<file path="config.mk">
export PLATFORM = sky130hd
export DESIGN_NAME = gdf_front_flat
export DESIGN_NICKNAME = d
export VERILOG_FILES = /design/src/rtl/gdf_pkg.sv /design/src/rtl/gdf_if.sv /design/src/rtl/gdf_front.sv /design/src/flat_wrapper.sv
export SDC_FILE = /design/constraint.sdc
export NUM_CORES = 1
export LEC_CHECK = 0
export BUFFER_PORTS_ARGS = -buffer_cell sky130_fd_sc_hd__buf_2
export CORE_ASPECT_RATIO = 1.5
export CORE_MARGIN = 3
export CORE_UTILIZATION = 43
export CTS_CLUSTER_SIZE = 40
export DETAILED_ROUTE_END_ITERATION = 10
export HOLD_SLACK_MARGIN = 0.06
export PLACE_DENSITY_LB_ADDON = 0.05
export SYNTH_ARGS = -nofsm -noshare
export SYNTH_HDL_FRONTEND = slang
export SYNTH_SLANG_ARGS = --single-unit
</file>
<file path="constraint.sdc">
create_clock -name clk -period 2.9 [get_ports clk]
set_input_delay 0.29 -clock clk [delete_from_list [all_inputs] [get_ports clk]]
set_output_delay 0.29 -clock clk [all_outputs]
set_load 0.02 [all_outputs]
</file>
<file path="src/rtl/gdf_pkg.sv">
// Shared types and constants for the gated edge duration ring.
`default_nettype none
package gdf_pkg;

  localparam int unsigned RING_DEPTH = 256;
  localparam int unsigned RING_AW    = $clog2(RING_DEPTH);

  localparam int unsigned CMDQ_DEPTH = 2;
  localparam int unsigned CMDQ_AW    = $clog2(CMDQ_DEPTH);
  localparam int unsigned CMDQ_CW    = $clog2(CMDQ_DEPTH + 1);

  localparam logic [15:0] GAP_MARK = 16'hFFFF;
  localparam logic [15:0] DUR_MAX  = 16'hFFFE;

  typedef enum logic [1:0] {
    ACT_SENSE = 2'd0,
    ACT_EDGE  = 2'd1,
    ACT_POP   = 2'd2
  } action_t;

  typedef enum logic [1:0] {
    CMD_NONE = 2'd0,
    CMD_GAP  = 2'd1,
    CMD_EDGE = 2'd2,
    CMD_POP  = 2'd3
  } cmd_op_t;

  typedef struct packed {
    cmd_op_t     op;
    logic [15:0] dur;
    logic        level;
  } cmd_t;

  typedef struct packed {
    logic [15:0] dur;
    logic        level;
  } ring_entry_t;

  typedef enum logic {
    BK_IDLE = 1'b0,
    BK_READ = 1'b1
  } back_state_t;

endpackage
`default_nettype wire

</file>
<file path="src/rtl/gdf_if.sv">
// Handshake interfaces for the input and result channels.
`default_nettype none
interface gdf_in_if;
  logic        valid;
  logic        ready;
  logic [1:0]  action;
  logic [31:0] time_us;
  logic        sense_level;
  logic        data_level;

  modport source (output valid, action, time_us, sense_level, data_level, input ready);
  modport sink   (input valid, action, time_us, sense_level, data_level, output ready);
endinterface

`default_nettype wire

</file>
<file path="src/rtl/gdf_front.sv">
// Front end: accepts items, tracks the gate and last edge, and issues ring commands.
`default_nettype none
module gdf_front (
  input  wire logic         clk,
  input  wire logic         rst_n,
  gdf_in_if.sink            in_ch,
  output gdf_pkg::cmd_t     cmd,
  output logic              cmd_valid,
  input  wire logic         cmd_ready
);

  logic        gate_r, gate_nxt;
  logic [31:0] last_time_r, last_time_nxt;
  logic        last_level_r, last_level_nxt;
  logic [31:0] diff;
  logic [15:0] dur_clamped;
  logic        accept;

  assign in_ch.ready = cmd_ready;
  assign cmd_valid   = in_ch.valid;
  assign accept      = in_ch.valid && cmd_ready;

  assign diff        = in_ch.time_us - last_time_r;
  assign dur_clamped = (diff > {16'd0, gdf_pkg::DUR_MAX}) ? gdf_pkg::DUR_MAX : diff[15:0];

  always_comb begin
    gate_nxt       = gate_r;
    last_time_nxt  = last_time_r;
    last_level_nxt = last_level_r;
    cmd.op         = gdf_pkg::CMD_NONE;
    cmd.dur        = dur_clamped;
    cmd.level      = last_level_r;
    unique case (gdf_pkg::action_t'(in_ch.action))
      gdf_pkg::ACT_SENSE: begin
        gate_nxt = in_ch.sense_level;
        if (in_ch.sense_level) begin
          last_time_nxt  = in_ch.time_us;
          last_level_nxt = in_ch.data_level;
        end else begin
          cmd.op = gdf_pkg::CMD_GAP;
        end
      end
      gdf_pkg::ACT_EDGE: begin
        if (gate_r) begin
          cmd.op         = gdf_pkg::CMD_EDGE;
          last_time_nxt  = in_ch.time_us;
          last_level_nxt = in_ch.data_level;
        end
      end
      gdf_pkg::ACT_POP: cmd.op = gdf_pkg::CMD_POP;
      default:          cmd.op = gdf_pkg::CMD_NONE;
    endcase
  end

  always_ff @(posedge clk) begin
    if (!rst_n) begin
      gate_r       <= 1'b0;
      last_time_r  <= 32'd0;
      last_level_r <= 1'b0;
    end else if (accept) begin
      gate_r       <= gate_nxt;
      last_time_r  <= last_time_nxt;
      last_level_r <= last_level_nxt;
    end
  end

endmodule
`default_nettype wire

</file>
<file path="src/flat_wrapper.sv">
// flat-port wrapper written by rule: the top's interface ports become plain ports
module gdf_front_flat 
  (clk, rst_n, cmd, cmd_valid, cmd_ready, in_ch_valid, in_ch_action, in_ch_time_us, in_ch_sense_level, in_ch_data_level, in_ch_ready);
  gdf_in_if in_ch_i ();
  input  wire logic clk;
  input  wire logic rst_n;
  output gdf_pkg::cmd_t cmd;
  output logic cmd_valid;
  input  wire logic cmd_ready;
  input wire logic [$bits(in_ch_i.valid)-1:0] in_ch_valid;
  input wire logic [$bits(in_ch_i.action)-1:0] in_ch_action;
  input wire logic [$bits(in_ch_i.time_us)-1:0] in_ch_time_us;
  input wire logic [$bits(in_ch_i.sense_level)-1:0] in_ch_sense_level;
  input wire logic [$bits(in_ch_i.data_level)-1:0] in_ch_data_level;
  output wire logic [$bits(in_ch_i.ready)-1:0] in_ch_ready;
  assign in_ch_i.valid = in_ch_valid;
  assign in_ch_i.action = in_ch_action;
  assign in_ch_i.time_us = in_ch_time_us;
  assign in_ch_i.sense_level = in_ch_sense_level;
  assign in_ch_i.data_level = in_ch_data_level;
  assign in_ch_ready = in_ch_i.ready;
  gdf_front u_core (.clk(clk), .rst_n(rst_n), .in_ch(in_ch_i), .cmd(cmd), .cmd_valid(cmd_valid), .cmd_ready(cmd_ready));
endmodule
</file>
; Word-level counts from Yosys, hierarchy flattened
; Index checks and enable logic that the tools add are counted.
[op_classes]
add_sub_neg = 1
order_cmp = 1
eq_ne = 4
mux = 10
n_reduce_logical = 5
[op_table]
columns = operator, count
row1 = 32-bit two-way mux, 2
row2 = 32-bit case mux with 2 select lines, 1
row3 = 32-bit by 16-bit > comparator with 1-bit output (second input constant), 1
row4 = 32-bit subtractor, 1
row5 = 16-bit two-way mux, 1
row6 = 2-bit case mux with 3 select lines, 1
row7 = 4-bit AND reduction, 1
row8 = 1-bit two-way mux, 3
row9 = 2-bit by 1-bit == test with 1-bit output (second input constant), 1
row10 = 2-bit == test (second input constant), 1
row11 = 2-bit logical NOT, 1
row12 = 2-bit two-way mux, 1
row13 = 2-bit by 1-bit != test with 1-bit output (second input constant), 1
row14 = 2-bit != test (second input constant), 1
row15 = 1-bit case mux with 2 select lines, 1
row16 = 2-bit AND reduction, 1
row17 = 2-bit nonzero test, 1
row18 = 1-bit logical AND, 1
[word_totals]
ff_bits = 34
input_bits = 40
output_inout_bits = 21
word_cells = 24

; Logic depth before layout (Yosys ltp)
[logic_depth]
word_depth = 3
ltp_mapped = 13
ltp_nobuf = 12

; Least setup slack after synthesis
; No wires, ideal clock.
[synth_timing]
path_kind = input port to output port
startpoint = input port in_ch_time_us[0]
endpoint = output port cmd[11] (netlist name)
t_arrival_ns = 2.845
required_time_ns = 2.610
setup_slack_ns = -0.235
cell_stages = 13
path_buffers = 1
path_cell_list = inv_1 > ha_1 > fa_1 > nand2b_1 > a21o_1 > a211oi_1 > o21ai_0 > a31oi_1 > xnor2_1 > nand4_1 > a211oi_4 > buf_4 > nand4_1
[synth_lines]
columns = element, line_no
row1 = from (decl), flat_wrapper.sv:12  ; input wire logic [$bits(in_ch_i.time_us)-1:0] in_ch_time_us;
row2 = to (decl), flat_wrapper.sv:7  ; output gdf_pkg::cmd_t cmd;

==> impl_metrics.ini <==
[power_and_ir_drop]
peakVddDrop_v = 0.000256
p_leak_nw = 2.28
power-per-cell-area_mw_per_mm2 = 339

[routing]
vias = 4363
drt-total-wl_microns = 12600
antenna_left = 0
wl_per_cell_microns = 15.7
drt_iter0_markers = 143
drcViolationCount = 0
vias_per_cell = 5.45
firstDrtPassIters = 6

[yosys]
yosysMostFrequentCell = nand2_1
synth_edf_count = 0
synthTopCellsByArea = dfxtp_1 (18%), ha_1 (10%), nand2_1 (9.6%)
post-synth-top-area-fraction_pct = 18.4
synth_flop_cell = dfxtp_1
synth_cells = 518
synth_area_leader_cell = dfxtp_1
synth_fp_nets = 590
seq_area_frac_synth_pct = 18.4
postSynth.asyncResetShare_pct = 0
netlist_top_cells_count = nand2_1 (95), inv_1 (41), a21boi_0 (39)
synth-seq-cells = 34
syn_area_sq_mm = 0.00370
yosys_warnings = 0
synth_cell_type_count = 58
avgSynthCellArea_sq_um = 7.14

[finish]
antenna_cells = 0
final_nets = 767
fin_cells = 801
area_delta_synth_final_pct = 57.2
fill_cells = 696
drive_above_1_share_pct = 41.1

[setup_path]
critical_path.max_fanout = 16
cp_num_buf_inv = 3
cp-start-kind = register
slowest_stage = fa_2
crit_arrival_ps = 3190
critPathTopFamily = compound AO/OA/AOI/OAI gates
cpMostUsedCell = buf_4
cp-end-kind = primary output
max_stage_delay_ps = 340
crit_chain = ha_4, fa_2, nand2b_4, a21oi_2, o31ai_4, buf_4, o41ai_1, a21oi_1, xor2_1, nand4_1, a211oi_4, buf_12, and4b_1, buf_4
required_ps = 2610
criticalPathCategory = reg2out

[sta]
fin_crit_sh_pct = 120
setup-tns-final_ps = -8670
worst_pin_slew_ps = 575
fmax_ghz = 0.287
min_period_ps = 3480
clock_skew_ps = 4.01
hold_viol = 0
drv_slew = 0
rsz0062_at_grt = yes
setup_violations = 16
max_slew_margin_pct = 61.7
setup_slack_ps = -581

[clocking]
holdBufCountCts = 0
cts_buffers = 5
cts_tree = yes
clk_latency_ps = 280
cts_sinks = 34
clockBufferDepth = 2
h-tree-depth = 2
clk_pin_slew_worst_paths_ps = 60
root_buffer = clkbuf_16

[global_route]
grt_util_all_layers_pct = 26.8
antenna_found_initial = 0
first_global_vias = 4463
grt_max_degree = 35
grt_pass1_wl_microns = 20500
overflow = 0

[placed_design]
dp.cells = 778
gp_congestion = 0.925
place_hpwl_microns = 9810
io_buffers = 60

[die]
pin_count = 61
dieArea_sq_mm = 0.00977
initial_core_util_pct = 45.1
die_h_microns = 120
coreArea_sq_mm = 0.00821
rows = 40
die_x_microns = 81.7

[min_path]
hold_class = in2reg

[flow_run]
maxCapViolations = 0

[outcome]
status = finished, violations left
violations = setup timing
## layout make-up
class | count | area (sq um) | share of cell area, %
timing repair buffer | 205 | 1480 | 25.4
inverter | 41 | 156 | 2.69
sequential | 34 | 688 | 11.8
multi-input combinational | 408 | 3160 | 54.4
clock buffer | 6 | 139 | 2.39
tap | 105 | 131 | 2.26
clock inverter | 2 | 60.1 | 1.03
## placed cells by master, fill, tap and decap left out, types with 3 or more instances in the layout
master,instances
buf_4,144
a21o_1,10
nor2_1,23
nor3_1,10
a211oi_1,3
nand4_1,22
ha_4,18
nand2b_1,3
nand4b_1,5
a21boi_0,39
ha_1,12
nand2_1,94
mux2i_1,6
a31oi_1,5
nand3_1,10
a21oi_4,7
clkbuf_16,5
inv_1,38
o21ai_0,15
xnor2_1,12
buf_2,54
dfxtp_1,28
a21oi_1,23
xor2_1,8
buf_6,3
o21ai_1,8
dfxtp_2,6
a21oi_2,11
o211ai_1,6
o21a_1,7
or3_1,5
buf_12,3
## power breakdown
group | switching (W) | internal [W] | total (W) | leakage [nW]
logic | 0.000371 | 0.000391 | 0.000762 | 1.91
clock network | 0.000218 | 0.000516 | 0.000734 | 0.0971
registers | 0.00000314 | 0.000474 | 0.000477 | 0.277
total | 0.000592 | 0.00138 | 0.00197 | 2.28
## worst register-to-register path, stage by stage (launching register included)
cell	delay, ps
dfxtp_1	330
nand2_1	70
o21ai_0	110
nor2b_2	180
buf_4	350
nand2_1	120
a21boi_0	150
## logic make-up after synthesis
family | share of synthesized area (%)
and+or+nand+nor | 25.6
AOI/OAI and AO/OA | 29.0
buffers and inverters | 9.34
DFF | 18.4
adders and majority gates | 11.0
xor gates and xnor gates | 4.97
muxes | 1.62
## metrics by stage
step | hold slack (ps) | cell area (sq um) | utilization, % | setup WS, ps | power, W
finish | 261 | 5810 | 70.8 | -581 | 0.00197
global route | 276 | 5810 | 70.8 | -695 | 0.00207
CTS | 257 | 5690 | 69.4 | -604 | 0.00196
detailed placement | 458 | 5060 | 61.7 | -593 | 0.00114
global placement | 451 | 5060 | 61.7 | -547 | 0.00113
floorplan | 427 | 3830 | - | -28.0 | 0.000841
## path summary, 6_finish.rpt
kind / startpoint / endpoint / slack [ps] / cells after the start
worst min register to register: u_core.last_time_r[24]$_SDFFE_PN0P_ / u_core.last_time_r[24]$_SDFFE_PN0P_ / 460 / 2
worst max register to register: u_core.gate_r$_SDFFE_PN0P_ / u_core.last_time_r[25]$_SDFFE_PN0P_ / 1530 / 6
worst min-delay path: in_ch_data_level / u_core.last_level_r$_SDFFE_PN0P_ / 260 / 3
worst max-delay path: u_core.last_time_r[0]$_SDFFE_PN0P_ / cmd[1] / -580 / 14
## sequential cells by signal, indices dropped and copies added, names as in the netlist
name and count:
u_core.last_level_r 1, u_core.last_time_r 32, u_core.gate_r 1
## routing by layer
metal  vias to the layer above  GRT usage (%)  share of wire [%]
li1                       2180              -                  -
met1                      2056           25.7                 36
met2                        85           52.4                 56
met3                        42           2.70                2.0
met4                         0           14.8                5.4
met5                         -              0                  0
## timing repair
item                                    in CTS  in global routing
resized for setup                           50                 19
cloned                                       1                  0
hold endpoints to repair                     0                  0
setup buffers                               11                  3
endpoints found under the setup margin      16                 16
pin swaps                                   33                 20
(Power assumes the default switching activity.)
