$ cat src/rtl/gdf_pkg.sv
// Shared types and constants for the gated edge duration ring.
`default_nettype none
package gdf_pkg;

  localparam int unsigned RING_DEPTH = 256;
  localparam int unsigned RING_AW    = $clog2(RING_DEPTH);

  localparam int unsigned CMDQ_DEPTH = 2;
  localparam int unsigned CMDQ_AW    = $clog2(CMDQ_DEPTH);
  localparam int unsigned CMDQ_CW    = $clog2(CMDQ_DEPTH + 1);

  localparam logic [15:0] GAP_MARK = 16'hFFFF;
  localparam logic [15:0] DUR_MAX  = 16'hFFFE;

  typedef enum logic [1:0] {
    ACT_SENSE = 2'd0,
    ACT_EDGE  = 2'd1,
    ACT_POP   = 2'd2
  } action_t;

  typedef enum logic [1:0] {
    CMD_NONE = 2'd0,
    CMD_GAP  = 2'd1,
    CMD_EDGE = 2'd2,
    CMD_POP  = 2'd3
  } cmd_op_t;

  typedef struct packed {
    cmd_op_t     op;
    logic [15:0] dur;
    logic        level;
  } cmd_t;

  typedef struct packed {
    logic [15:0] dur;
    logic        level;
  } ring_entry_t;

  typedef enum logic {
    BK_IDLE = 1'b0,
    BK_READ = 1'b1
  } back_state_t;

endpackage
`default_nettype wire

$ cat src/rtl/gdf_cmd_queue.sv
// Short command queue between the front end and the ring engine.
`default_nettype none
module gdf_cmd_queue (
  input  wire logic          clk,
  input  wire logic          rst_n,
  input  wire gdf_pkg::cmd_t in_cmd,
  input  wire logic          in_valid,
  output logic               in_ready,
  output gdf_pkg::cmd_t      out_cmd,
  output logic               out_valid,
  input  wire logic          out_ready
);

  gdf_pkg::cmd_t                   slot_r [gdf_pkg::CMDQ_DEPTH];
  logic [gdf_pkg::CMDQ_AW-1:0]     wr_ptr_r, rd_ptr_r;
  logic [gdf_pkg::CMDQ_CW-1:0]     count_r, count_nxt;
  logic                            push, pop;

  assign in_ready  = (count_r != gdf_pkg::CMDQ_CW'(gdf_pkg::CMDQ_DEPTH));
  assign out_valid = (count_r != '0);
  assign out_cmd   = slot_r[rd_ptr_r];
  assign push      = in_valid && in_ready;
  assign pop       = out_valid && out_ready;

  always_comb begin
    count_nxt = count_r;
    if (push && !pop) begin
      count_nxt = count_r + 1'b1;
    end else if (pop && !push) begin
      count_nxt = count_r - 1'b1;
    end
  end

  always_ff @(posedge clk) begin
    if (!rst_n) begin
      wr_ptr_r <= '0;
      rd_ptr_r <= '0;
      count_r  <= '0;
    end else begin
      count_r <= count_nxt;
      if (push) begin
        wr_ptr_r <= (wr_ptr_r == gdf_pkg::CMDQ_AW'(gdf_pkg::CMDQ_DEPTH - 1)) ? '0
                                                                            : wr_ptr_r + 1'b1;
      end
      if (pop) begin
        rd_ptr_r <= (rd_ptr_r == gdf_pkg::CMDQ_AW'(gdf_pkg::CMDQ_DEPTH - 1)) ? '0
                                                                            : rd_ptr_r + 1'b1;
      end
    end
  end

  always_ff @(posedge clk) begin
    if (push) begin
      slot_r[wr_ptr_r] <= in_cmd;
    end
  end

endmodule
`default_nettype wire

$ cat config.mk
export PLATFORM = sky130hd
export DESIGN_NAME = gdf_cmd_queue
export DESIGN_NICKNAME = d
export VERILOG_FILES = /design/src/rtl/gdf_pkg.sv /design/src/rtl/gdf_cmd_queue.sv
export SDC_FILE = /design/constraint.sdc
export NUM_CORES = 1
export LEC_CHECK = 0
export ABC_AREA = 1
export BUFFER_PORTS_ARGS = -buffer_cell sky130_fd_sc_hd__buf_2
export CORE_ASPECT_RATIO = 1.25
export CORE_MARGIN = 2
export CORE_UTILIZATION = 46
export CTS_CLUSTER_DIAMETER = 200
export DETAILED_ROUTE_END_ITERATION = 8
export PLACE_DENSITY = 0.74
export SYNTH_ARGS = -nofsm -noshare
export SYNTH_HDL_FRONTEND = slang
export SYNTH_SLANG_ARGS = --single-unit
$ cat constraint.sdc
create_clock -name clk -period 2 [get_ports clk]
set_clock_uncertainty 0.15 [all_clocks]
set_input_delay 0.2 -clock clk [delete_from_list [all_inputs] [get_ports clk]]
set_output_delay 0.2 -clock clk [all_outputs]
set_load 0.02 [all_outputs]
== After elaboration in Yosys (flattened, before gate mapping) ==
Memory sizes are Yosys's and may differ from the RTL's. A register that Yosys moved wholly into a read port is not among the register bits.
Cells that the tools add are included.
W data, S select, Z words.
Word-level totals
  memory bits (writable): 38
  register bits after elaboration: 4
  input bits: 23
  output and inout bits: 21
  word-level logic and storage cells: 25
  memories: 1
Memory list
  slot_r: words 2, bits a word 19, read ports 1, clocked after Yosys merged registers in 1, wr ports 1, line gdf_cmd_queue.sv:14  | gdf_pkg::cmd_t slot_r [gdf_pkg::CMDQ_DEPTH];
Cells by class
  add/sub/neg operators: 4
  reductions and logical operators: 8
  muxes and demuxes: 8
  eq/ne operators: 1
Operators with widths (number)
  $mux W1: 6
  $logic_and A1 B1 Y1: 4
  $mux W2: 2
  $reduce_bool A2 Y1: 2
  $add A1 B1 Y1 const B: 2
  $add A2 B1 Y2 const B: 1
  $logic_not A1 Y1: 2
  $ne A2 B2 Y1 const B: 1
  $sub A2 B1 Y2 const B: 1

== Logic depth before layout (Yosys ltp) ==
Gate-level depths: netlist (run 1).
  word-level depth: 6
  gate-level depth with buffers: 11
  mapped depth without buffers: 11

== Worst setup path before layout (run 1) ==
No wires, ideal clock.
  path kind: register to register
  from: register count_r[0] in the netlist's numbering
  to: memory slot_r[1][0] in the netlist's numbering (enable)
  buffers on the path: 0
  slack: -0.090 ns
  setup time: 0.395 ns
  data arrival time: 1.545 ns
  data required time: 1.455 ns
  period minus slack after synthesis: 2.090 ns
  cell stages (with the launch flop): 5
  cell sequence: dfxtp_1 inv_1 nand2_1 nand2_1 nor2_1
On the way
  word-level cells in the longest chain between the ends: 4
RTL lines
  start, declared: line gdf_cmd_queue.sv:16  | logic [gdf_pkg::CMDQ_CW-1:0] count_r, count_nxt;
  start signal, assigned: line gdf_cmd_queue.sv:40  | count_r <= count_nxt;
  $ne A2 B2 Y1: line gdf_cmd_queue.sv:19  | assign in_ready = (count_r != gdf_pkg::CMDQ_CW'(gdf_pkg::CMDQ_DEPTH));
  named net in_ready: line gdf_cmd_queue.sv:8  | output logic in_ready,
  $logic_and A1 B1 Y1: line gdf_cmd_queue.sv:22  | assign push = in_valid && in_ready;
  $mux W1: line gdf_cmd_queue.sv:53  | if (push) begin
  $mux W1 (not written as such): line gdf_cmd_queue.sv:54  | slot_r[wr_ptr_r] <= in_cmd;
  end, declared: line gdf_cmd_queue.sv:14
The timed path passes the listed nets, and every way through them passes these cells.

==> reports/results.md, run 1 <==
• 4.42 mm — global-route wire length before repair
• 0 — overflow left after global routing
• 1.65 ns — critical path data required time
• 57.8 um — Die X-Extent
• 0.470 — sequential fraction of design power
• 0 — PostCTS Resize Cnt
• register — CP Launch Type
• buffers and inverters — Largest delay share family, worst path
• 24 — Rows
• 0.746 — post-synthesis sequential area ratio
• 0 — XOR/XNOR share of the synthesized area
• 1.74 ns — min cycle time layout
• clkbuf_8 — clk root buf
• 0.301 ns — slew at the pin closest to its max-slew limit
• 2 — H-Tree Level Count
• 996 — via count of the first global-routing pass
• register to primary output — Crit Path Class
• 15 — count of unique library cells instantiated by Yosys
• 0.07 ns — clock slew at reported path FFs
• 4120 um^2 — die area
• 2.80 mm — wirelength, routed
• multiplexers — main combinational cell family by area after synthesis
• 0.447 — layout cells sized above 1
• 0.870 — Period Utilization, post-route
• 0 — max-capacitance violation count
• 1.74 mW — internal power consumption
• 1140 nW/um^2 — ratio of total power to cell area
• 209 — Non-Filler Instances
• 0.200 — fraction of power consumed by the clock network
• 0.0451 — area fraction in and, or, nand and nor cells after synthesis
• 0.969 mV — Peak VDD IR
• 5 — total CTS buffers
• 0 — count of nets left with antenna violations after detail routing
• 2 — clock tree buffer depth
• 9 — Register-to-Register Path Depth
• 71.2 um — overall die height
• 4.75 — Avg Vias per Cell
• 32 — number of violations reported at the end of detailed-routing iteration 0
• 0.478 — effective utilization at floorplan
• 120 — number of nets in the synthesized netlist
• 13.4 um — routed length per instance
• 182 — cell count after placement
• 0.151 — share of synthesized area spent on multiplexers
• 0.311 — switching portion of total power
• 1.39 ns — data arrival time of the critical path
• 33.5% — Area Growth Syn to Fin
• 1.95 mm — detailed placer's ending HPWL
• 43 — clock sink total
• 0 — number of setup violations in the final report
• 0.638 — final core area utilization
• 17.3 um^2 — average cell area after synthesis
• 0.660 — global placer's final weighted congestion
• 44 — IO Pins
• primary output — type of destination of the critical path
• 0.147 — Tot GR Track Use
• 0.37 ns — largest stage delay on the critical path
• 0 — number of setup buffers added after CTS
• 0.0406 ns — post-route worst hold slack
• 575 MHz — Max Freq
• 0.00752 — adder and majority cell fraction of the synthesized area
• 19 — CTS Hold Buffers Added
• 0 — Slew Limit Fails
• 4 — Pre-antenna DRT Iters
• 0.0135 — Compound-Gate Fraction of Synth Area
• 43 — total of flip-flops plus latches after synthesis
• 14 — highest net fanout along the worst path
• 96 — number of cells produced by synthesis
• 1660 um^2 — netlist area before placement
• 0.799 — relative slew slack
• 0.330 — proportion of power drawn by combinational gates
• mux2_2 — cell with the biggest individual delay on the critical path
• 0 — antenna cells
• input port to register — worst hold path type
• 3 — hold-critical path depth
• 0 — final-report hold violation count
• 2 — worst path buffer plus inverter count
• edfxtp_1 — library cell with the largest summed area after synthesis
• 0.28 ns — Clk Latency, worst-skew pair
• 992 — Via Count
• 0.907 nW — total leakage power
• 0 — antenna violations before repair
• 0.686 — fraction of post-synthesis cell area in the top cell type by area
• 3480 um^2 — placeable core area
• complete, no violations — run status
• 0 — Yosys warning total
• 43 — number of input and output port buffers inserted
• 0 ns — total negative setup slack
• 0 — Residual DRC
• no — unrepaired setup endpoints after global routing
• built — CTS tree
• 0.785 mW — reported net switching power
• 193 — number of nets at the end of the flow
• 15 — pin count of the biggest net entering global routing
• edfxtp_1 69%, mux2_4 9.0%, mux2_2 6.1% — dominant cells by area after synthesis
• buf_4 > mux2_2 > buf_2 — sequence of cells on the critical path
• 3 — Critical Path Stages
## cells in the final DEF (no fill, tap or decap), types with 2 or more instances in the layout
| master | count |
|---|---|
| clkinv_1 | 2 |
| nor2_1 | 6 |
| nand2_1 | 9 |
| clkbuf_8 | 5 |
| dlygate4sd3_1 | 19 |
| inv_1 | 8 |
| o21ai_0 | 2 |
| edfxtp_1 | 38 |
| mux2_4 | 10 |
| buf_2 | 43 |
| buf_4 | 6 |
| dfxtp_1 | 5 |
| mux2_2 | 9 |
| nor2_2 | 2 |
## power by group through the flow
stage | sequential [mW] | combinational (mW) | clock (mW)
3_3_place_gp | 1.20 | 0.784 | 0
5_1_grt | 1.20 | 0.901 | 0.562
4_1_cts | 1.19 | 0.842 | 0.525
2_1_floorplan | 1.19 | 0.594 | 0
3_5_place_dp | 1.21 | 0.809 | 0
6_report | 1.19 | 0.832 | 0.505
## state kept, by name, summed over array words and instances, names as in the netlist, named ones only
register / count
count_r: 2
rd_ptr_r: 1
wr_ptr_r: 1
slot_r: 38
## final timing paths
check	startpoint	end	slack, ns
max	register	out_cmd[4]	0.26
min reg2reg	rd_ptr_r	rd_ptr_r	0.36
min	rst_n	count_r[1]	0.04
max reg2reg	count_r[0]	count_r[1]	0.33
## worst register-to-register path, delay by kind of cell, from the launching register on
kind	cells	cell delay, ns
flip-flops	1	0.32
AND/OR/NAND/NOR	5	0.48
buffers and inverters	3	0.30
adder cells (fa/ha/maj)	1	0.33
## kinds of logic (layout without fill, tap and decap cells)
group           Yosys count  after routing
compound gates            4              4
fa+ha+maj                 1              1
buf+inv                  10             84
flops                    43             43
mux                      19             19
simple gates             19             19
## stage by stage
step / cell area, um^2 / setup slack (ns) / power, mW
2_1_floorplan: 1660 / -0.0899 / 1.79
3_3_place_gp: 1950 / 0.487 / 1.98
3_5_place_dp: 1950 / 0.356 / 2.02
4_1_cts: 2220 / 0.229 / 2.55
5_1_grt: 2220 / 0.173 / 2.66
6_report: 2220 / 0.259 / 2.52
## routing by layer
layer,vias up,track usage,wire length [um]
met1,466,0.165,1180
met5,-,0,0
met4,0,0.0620,34
li1,491,-,-
met3,5,0.0487,152
met2,30,0.254,1430
## final cells by class
class | count | area, um^2
fillers | 272 | 1260
flip-flops and latches | 43 | 1240
repair buffers | 68 | 450
multi-input cells | 43 | 367
clock buffers | 5 | 68.8
well taps | 39 | 48.8
inverters | 8 | 30.0
clock inverters | 3 | 15.0
## Yosys cell counts
cell type,n
a21oi_1,1
buf_12,1
buf_6,1
dfxtp_1,5
edfxtp_1,38
ha_1,1
inv_1,8
mux2_2,9
mux2_4,10
nand2_1,9
nand3_1,1
nand4_1,1
nor2_1,8
o21a_1,1
o21ai_0,2
Power figures use the tool's default switching activity.
==> inputs of run 2 (changes only) <==
--- a/config.mk
+++ b/config.mk
@@ -6,13 +6,14 @@
 export NUM_CORES = 1
 export LEC_CHECK = 0
 export ABC_AREA = 1
-export BUFFER_PORTS_ARGS = -buffer_cell sky130_fd_sc_hd__buf_2
 export CORE_ASPECT_RATIO = 1.25
 export CORE_MARGIN = 2
-export CORE_UTILIZATION = 46
+export CORE_UTILIZATION = 55
 export CTS_CLUSTER_DIAMETER = 200
 export DETAILED_ROUTE_END_ITERATION = 8
-export PLACE_DENSITY = 0.74
+export DONT_BUFFER_PORTS = 1
+export GPL_TIMING_DRIVEN = 0
+export PLACE_DENSITY = 0.73
 export SYNTH_ARGS = -nofsm -noshare
 export SYNTH_HDL_FRONTEND = slang
 export SYNTH_SLANG_ARGS = --single-unit
==> run 2 against run 1 <==
The run now ends with negative setup slack left; design area shrank 11%; worst setup slack worse by 0.39 ns; combinational power fell by 15%; flip-flop and latch count unchanged; global-route usage grew 1.5 points; sequential power is essentially flat; clock power decreased by 10%; sequential share of layout area is 6.7 points higher; via count fell by 17%; power is 6.9% lower; highest routed layer unchanged.
==> reports/results.md, run 2 (synthesis results as in run 1) <==
• 0.732 mW — reported net switching power, was 0.785 mW
• 5.15 — Avg Vias per Cell, was 4.75
• nand2_1 — library cell appearing most often on the critical path
• 1.73 mm — detailed placer's ending HPWL, was 1.95 mm
• 1.82 ns — critical path data required time, was 1.65 ns
• 227 — Filler Cells Inserted, was 272
• -0.127 ns — worst setup slack after layout, was 0.259 ns
• 5 — total CTS buffers, unchanged
• 4 — Pre-antenna DRT Iters, unchanged
• 19 — highest net fanout along the worst path, was 14
• 53.2 um — Die X-Extent, was 57.8 um
• 0.301 — proportion of power drawn by combinational gates, was 0.330
• 147 — number of nets at the end of the flow, was 193
• 1.95 ns — data arrival time of the critical path, was 1.39 ns
• 132 — cell count after placement, was 182
• 0.973 ns — slew at the pin closest to its max-slew limit, was 0.301 ns
• 0.162 — Tot GR Track Use, was 0.147
• 0 — Residual DRC, unchanged
• 1980 um^2 — Non-Filler Cell Area, Final, was 2220 um^2
• 2920 um^2 — placeable core area, was 3480 um^2
• 0 — final-report hold violation count, unchanged
• 2 — H-Tree Level Count, unchanged
• 38 — number of setup violations in the final report, was 0
• 160 — Non-Filler Instances, was 209
• built — CTS tree, unchanged
• input port to register — worst hold path type, unchanged
• simple AND/OR/NAND/NOR gates — Largest delay share family, worst path, was buffers and inverters
• register to register — Crit Path Class, was register to primary output
• 824 — Via Count, was 992
• 2 — clock tree buffer depth, unchanged
• 1.62 mW — internal power consumption, was 1.74 mW
• -4.51 ns — total negative setup slack, was 0 ns
• 0 — count of nets left with antenna violations after detail routing, unchanged
• 2.35 mW — total power after layout, was 2.52 mW
• 22 — Rows, was 24
• 0.725 nW — total leakage power, was 0.907 nW
• complete, but fails checks — run status, was complete, no violations
• slot_r: 38 flops, count_r: 2 flops — Regs by FF count, unchanged
• 0.351 — relative slew slack, was 0.799
• slot_r — Largest Register, unchanged
• 0 — number of input and output port buffers inserted, was 43
• 0.570 — effective utilization at floorplan, was 0.478
• 835 — via count of the first global-routing pass, was 996
• 2.13 ns — min cycle time layout, was 1.74 ns
• 1 — worst path buffer plus inverter count, was 2
• 0.312 — switching portion of total power, was 0.311
• 0.192 — fraction of power consumed by the clock network, was 0.200
• register — type of destination of the critical path, was primary output
• 3.81 mm — global-route wire length before repair, was 4.42 mm
• inv_1 > nand2_1 > nand2_1 > nor2_2 — sequence of cells on the critical path, was buf_4 > mux2_2 > buf_2
• 44 — IO Pins, unchanged
• 3480 um^2 — die area, was 4120 um^2
• 0 — antenna cells, unchanged
• 0.580 — global placer's final weighted congestion, was 0.660
• 0 — Slew Limit Fails, unchanged
• 0 — antenna violations before repair, unchanged
• 0.728 mV — Peak VDD IR, was 0.969 mV
• 0.242 — layout cells sized above 1, was 0.447
• 0 — max-capacitance violation count, unchanged
• 1710 um^2 — placed standard-cell area, was 1950 um^2
• 38 x edfxtp_1, 20 x dlygate4sd3_1, 10 x mux2_4 — commonest non-fill, non-tap cells in the layout, was 43 x buf_2, 38 x edfxtp_1, 19 x dlygate4sd3_1
• edfxtp_1 — leading cell type in the layout, fill and taps excluded, was buf_2
• 43 — clock sink total, unchanged
• 1.06 — Period Utilization, post-route, was 0.870
• 1180 nW/um^2 — ratio of total power to cell area, was 1140 nW/um^2
• nor2_2 — cell with the biggest individual delay on the critical path, was mux2_2
• 0.0557 ns — post-route worst hold slack, was 0.0406 ns
• 0.507 — sequential fraction of design power, was 0.470
• register — CP Launch Type, unchanged
• 0.11 ns — clock slew at reported path FFs, was 0.07 ns
• clkbuf_4 — clk root buf, was clkbuf_8
• 20 — pin count of the biggest net entering global routing, was 15
• 38 — flip-flop count of the largest register, all copies and words added, unchanged
• 32 — number of violations reported at the end of detailed-routing iteration 0, unchanged
• 19.2% — Area Growth Syn to Fin, was 33.5%
• negative setup slack — violated checks
• 0.77 ns — largest stage delay on the critical path, was 0.37 ns
• 65.5 um — overall die height, was 71.2 um
• 470 MHz — Max Freq, was 575 MHz
• 15.6 um — routed length per instance, was 13.4 um
• 0 — overflow left after global routing, unchanged
• 2.50 mm — wirelength, routed, was 2.80 mm
• 0.33 ns — Clk Latency, worst-skew pair, was 0.28 ns
• yes — unrepaired setup endpoints after global routing, was no
## run 2: changes by cell type in the layout (fill, tap and decap cells not counted)
cell           before  now
dlygate4sd3_1      19   20
clkbuf_8            5    2
buf_4               6    0
buf_6               0    1
clkinvlp_4          1    0
buf_12              0    1
buf_2              43    0
clkinv_1            2    0
clkbuf_4            0    5
clkbuf_1            0    1
## run 2: timing repair
item | CTS | global route
gates cloned | 0 | 0
endpoints found under the setup margin | 38 | 38
buffers inserted | 0 | 0
hold buffers | 20 | 0
endpoints found under the hold margin | 43 | 0
gates resized for setup | 0 | 0
pin swaps | 0 | 0
## run 2: final timing paths
path                   to        from  slack [ns]  cells after the start
max          slot_r[0][3]  count_r[0]       -0.13                      4
min              register   out_ready        0.06                      3
max reg2reg  slot_r[0][3]  count_r[0]       -0.13                      4
min reg2reg      wr_ptr_r    wr_ptr_r        0.38                      2
## run 2: metrics by stage
| stage | util | setup WS (ns) |
|---|---|---|
| detailed placement | 0.587 | -0.141 |
| global route | 0.680 | -0.277 |
| finish | 0.680 | -0.127 |
| floorplan | - | -0.0899 |
| CTS | 0.680 | -0.153 |
| global placement | 0.586 | -0.489 |
## run 2: area by class of cell
class | instances | area (um^2) | area share
flip-flops and latches | 43 | 1240 | 0.626
clock buffers | 8 | 68.8 | 0.0347
well taps | 36 | 45.0 | 0.0227
inverters | 8 | 30.0 | 0.0151
repair buffers | 20 | 200 | 0.101
plain buffers | 2 | 31.3 | 0.0158
multi-input cells | 43 | 367 | 0.185
## run 2: power groups by stage
stage,Sequential (mW),Combinational (mW),Clock (mW)
floorplan,1.19,0.594,0
global placement,1.20,0.653,0
detailed placement,1.21,0.677,0
CTS,1.19,0.716,0.466
global route,1.20,0.762,0.506
finish,1.19,0.706,0.452
## run 2: worst register-to-register path: stages, from the launching register on
cell and delay, ns:
dfxtp_1 0.38, inv_1 0.10, nand2_1 0.20, nand2_1 0.17, nor2_2 0.77
## run 2: per-layer routing
metal,share of wire,GRT usage
met1,0.35,0.160
met2,0.57,0.292
met3,0.054,0.0705
met4,0.018,0.0577
met5,0,0
==> inputs of run 3 (changes only) <==
--- a/config.mk
+++ b/config.mk
@@ -7,7 +7,6 @@
 export LEC_CHECK = 0
 export ABC_AREA = 1
 export CORE_ASPECT_RATIO = 1.25
-export CORE_MARGIN = 2
 export CORE_UTILIZATION = 55
 export CTS_CLUSTER_DIAMETER = 200
 export DETAILED_ROUTE_END_ITERATION = 8
==> run 3 against run 2 <==
The run now ends clean; hold slack lost 0.017 ns; via count grew 1.8%; highest routed layer unchanged; cell count is the same; wire length shrank 4.3%; first-iteration DRC count shrank 47%; clock-buffer cell count shrank 3; global-route usage grew 1.7 points; sequential power is essentially flat; design area grew 1.8%; sequential share of layout area shrank 1.1 points; critical path depth grew 6.
==> reports/results.md, run 3 (synthesis results as in run 1) <==
• 0 — Slew Limit Fails, unchanged
• 0.905 — Period Utilization, post-route, was 1.06
• slot_r: 38 flops, count_r: 2 flops — Regs by FF count, unchanged
• 43 — clock sink total, unchanged
• 0.11 ns — clock slew at reported path FFs, about the same
• 5 — highest net fanout along the worst path, was 19
• 0.191 ns — worst setup slack after layout, was -0.127 ns
• 839 — Via Count, was 824
• 0.0389 ns — post-route worst hold slack, was 0.0557 ns
• 0.744 nW — total leakage power, was 0.725 nW
• register — CP Launch Type, unchanged
• 3 — hold-critical path depth, unchanged
• 203 — Filler Cells Inserted, was 227
• 21.3% — Area Growth Syn to Fin, was 19.2%
• 10 — Register-to-Register Path Depth, was 4
• 1.81 ns — min cycle time layout, was 2.13 ns
• 21 — Rows, was 22
• 0 — number of setup violations in the final report, was 38
• 0 — count of nets left with antenna violations after detail routing, unchanged
• 5.24 — Avg Vias per Cell, was 5.15
• clkbuf_4 — clk root buf, unchanged
• 0.834 mV — Peak VDD IR, was 0.728 mV
• 2 — clock tree buffer depth, unchanged
• 38 — flip-flop count of the largest register, all copies and words added, unchanged
• complete, no violations — run status, was complete, but fails checks
• 0.597 — effective utilization at floorplan, was 0.570
• 0 — max-capacitance violation count, unchanged
• 0 — antenna cells, unchanged
• no — unrepaired setup endpoints after global routing, was yes
• 0.180 — Tot GR Track Use, was 0.162
• built — CTS tree, unchanged
• 1200 nW/um^2 — ratio of total power to cell area, was 1180 nW/um^2
• 2.43 mW — total power after layout, was 2.35 mW
• 0.219 ns — slew at the pin closest to its max-slew limit, was 0.973 ns
• 20 — pin count of the biggest net entering global routing, unchanged
• 1.50 mm — detailed placer's ending HPWL, was 1.73 mm
• 0.34 ns — Clk Latency, worst-skew pair, was 0.33 ns
• 3.97 mm — global-route wire length before repair, was 3.81 mm
• 367 um^2 — multi-input logic area, unchanged
• register to register — Crit Path Class, unchanged
• 4 — Pre-antenna DRT Iters, unchanged
• 2.14 ns — critical path data required time, was 1.82 ns
• 0.854 — relative slew slack, was 0.351
• 1240 um^2 — area taken by flip-flops and latches, unchanged
• 0.240 ns — placement-stage worst setup slack, was -0.141 ns
• 149 — number of nets at the end of the flow, was 147
• 160 — Non-Filler Instances, unchanged
• 0 — Residual DRC, unchanged
• 63.5 um — overall die height, was 65.5 um
• 0 — PostCTS Resize Cnt, unchanged
• slot_r — Largest Register, unchanged
• 0 — final-report hold violation count, unchanged
• 15.0 um — routed length per instance, was 15.6 um
• 0 — antenna violations before repair, unchanged
• 132 — cell count after placement, unchanged
• 5 — total CTS buffers, unchanged
• input port to register — worst hold path type, unchanged
• 3250 um^2 — die area, was 3480 um^2
• 0.553 — global placer's final weighted congestion, was 0.580
• 2790 um^2 — placeable core area, was 2920 um^2
• edfxtp_1 — leading cell type in the layout, fill and taps excluded, unchanged
• 852 — via count of the first global-routing pass, was 835
• 0.254 — layout cells sized above 1, was 0.242
• 44 — IO Pins, unchanged
• register — type of destination of the critical path, unchanged
• 38 x edfxtp_1, 20 x dlygate4sd3_1, 10 x mux2_4 — commonest non-fill, non-tap cells in the layout, unchanged
• 0 — overflow left after global routing, unchanged
• 51.2 um — Die X-Extent, was 53.2 um
• 2.39 mm — wirelength, routed, was 2.50 mm
• 0 — number of input and output port buffers inserted, unchanged
• 17 — number of violations reported at the end of detailed-routing iteration 0, was 32
• 553 MHz — Max Freq, was 470 MHz
• 1.95 ns — data arrival time of the critical path, about the same
• 2 — H-Tree Level Count, unchanged
==> run 3: cell count changes in the layout (fill, tap and decap cells not counted) <==
cell,before,now
clkbuf_8,2,0
clkbuf_1,1,0
buf_8,0,2
clkinv_2,0,1
bufinv_16,0,1
clkinv_1,0,1
==> run 3: worst paths after layout <==
kind	slack [ns]	to	start
worst min register to register	0.38	wr_ptr_r	wr_ptr_r
worst max register to register	0.19	count_r[1]	count_r[0]
worst min-delay path	0.04	wr_ptr_r	in_valid
worst max-delay path	0.19	count_r[1]	count_r[0]
==> run 3: stage by stage <==
step	TNS, ns	area [um^2]	utilization
after global routing	0	2020	0.725
after CTS	0	2020	0.725
final	0	2020	0.725
after detailed placement	0	1740	0.625
after global placement	-19.69	1710	0.613
after floorplan	-3.42	1660	-
==> run 3: area by class of cell <==
| cell class | count | share of cell area |
|---|---|---|
| inverters | 8 | 0.0149 |
| flip-flops and latches | 43 | 0.615 |
| clock buffers | 5 | 0.0186 |
| multi-input cells | 43 | 0.182 |
| well taps | 34 | 0.0211 |
| plain buffers | 2 | 0.0155 |
| clock inverters | 3 | 0.0192 |
| repair buffers | 22 | 0.114 |
==> run 3: repair_timing <==
item / CTS / global route
buffers inserted: 0 / 0
hold endpoints to repair: 43 / 0
hold buffers: 20 / 0
==> run 3: power breakdown <==
| part | leakage (nW) | total [mW] | switching (mW) | internal, mW |
|---|---|---|---|---|
| Sequential | 0.396 | 1.18 | 0.0472 | 1.14 |
| Combinational | 0.306 | 0.736 | 0.444 | 0.292 |
| Clock | 0.0426 | 0.505 | 0.248 | 0.257 |
==> run 3: worst max-delay path, cell delays in order (launching register included) <==
cell     delay [ns]
dfxtp_1        0.35
inv_1          0.12
nand2_1        0.17
nand2_1        0.20
inv_1          0.08
ha_1           0.33
inv_1          0.08
nand3_1        0.09
nand2_1        0.06
inv_1          0.04
nor2_1         0.08
==> run 3: routing by layer <==
metal / global-route usage / wire length, um / share of wire
met1: 0.175 / 877 / 0.37
met4: 0.0938 / 55 / 0.023
met3: 0.0725 / 156 / 0.065
met2: 0.314 / 1300 / 0.54
met5: 0 / 0 / 0
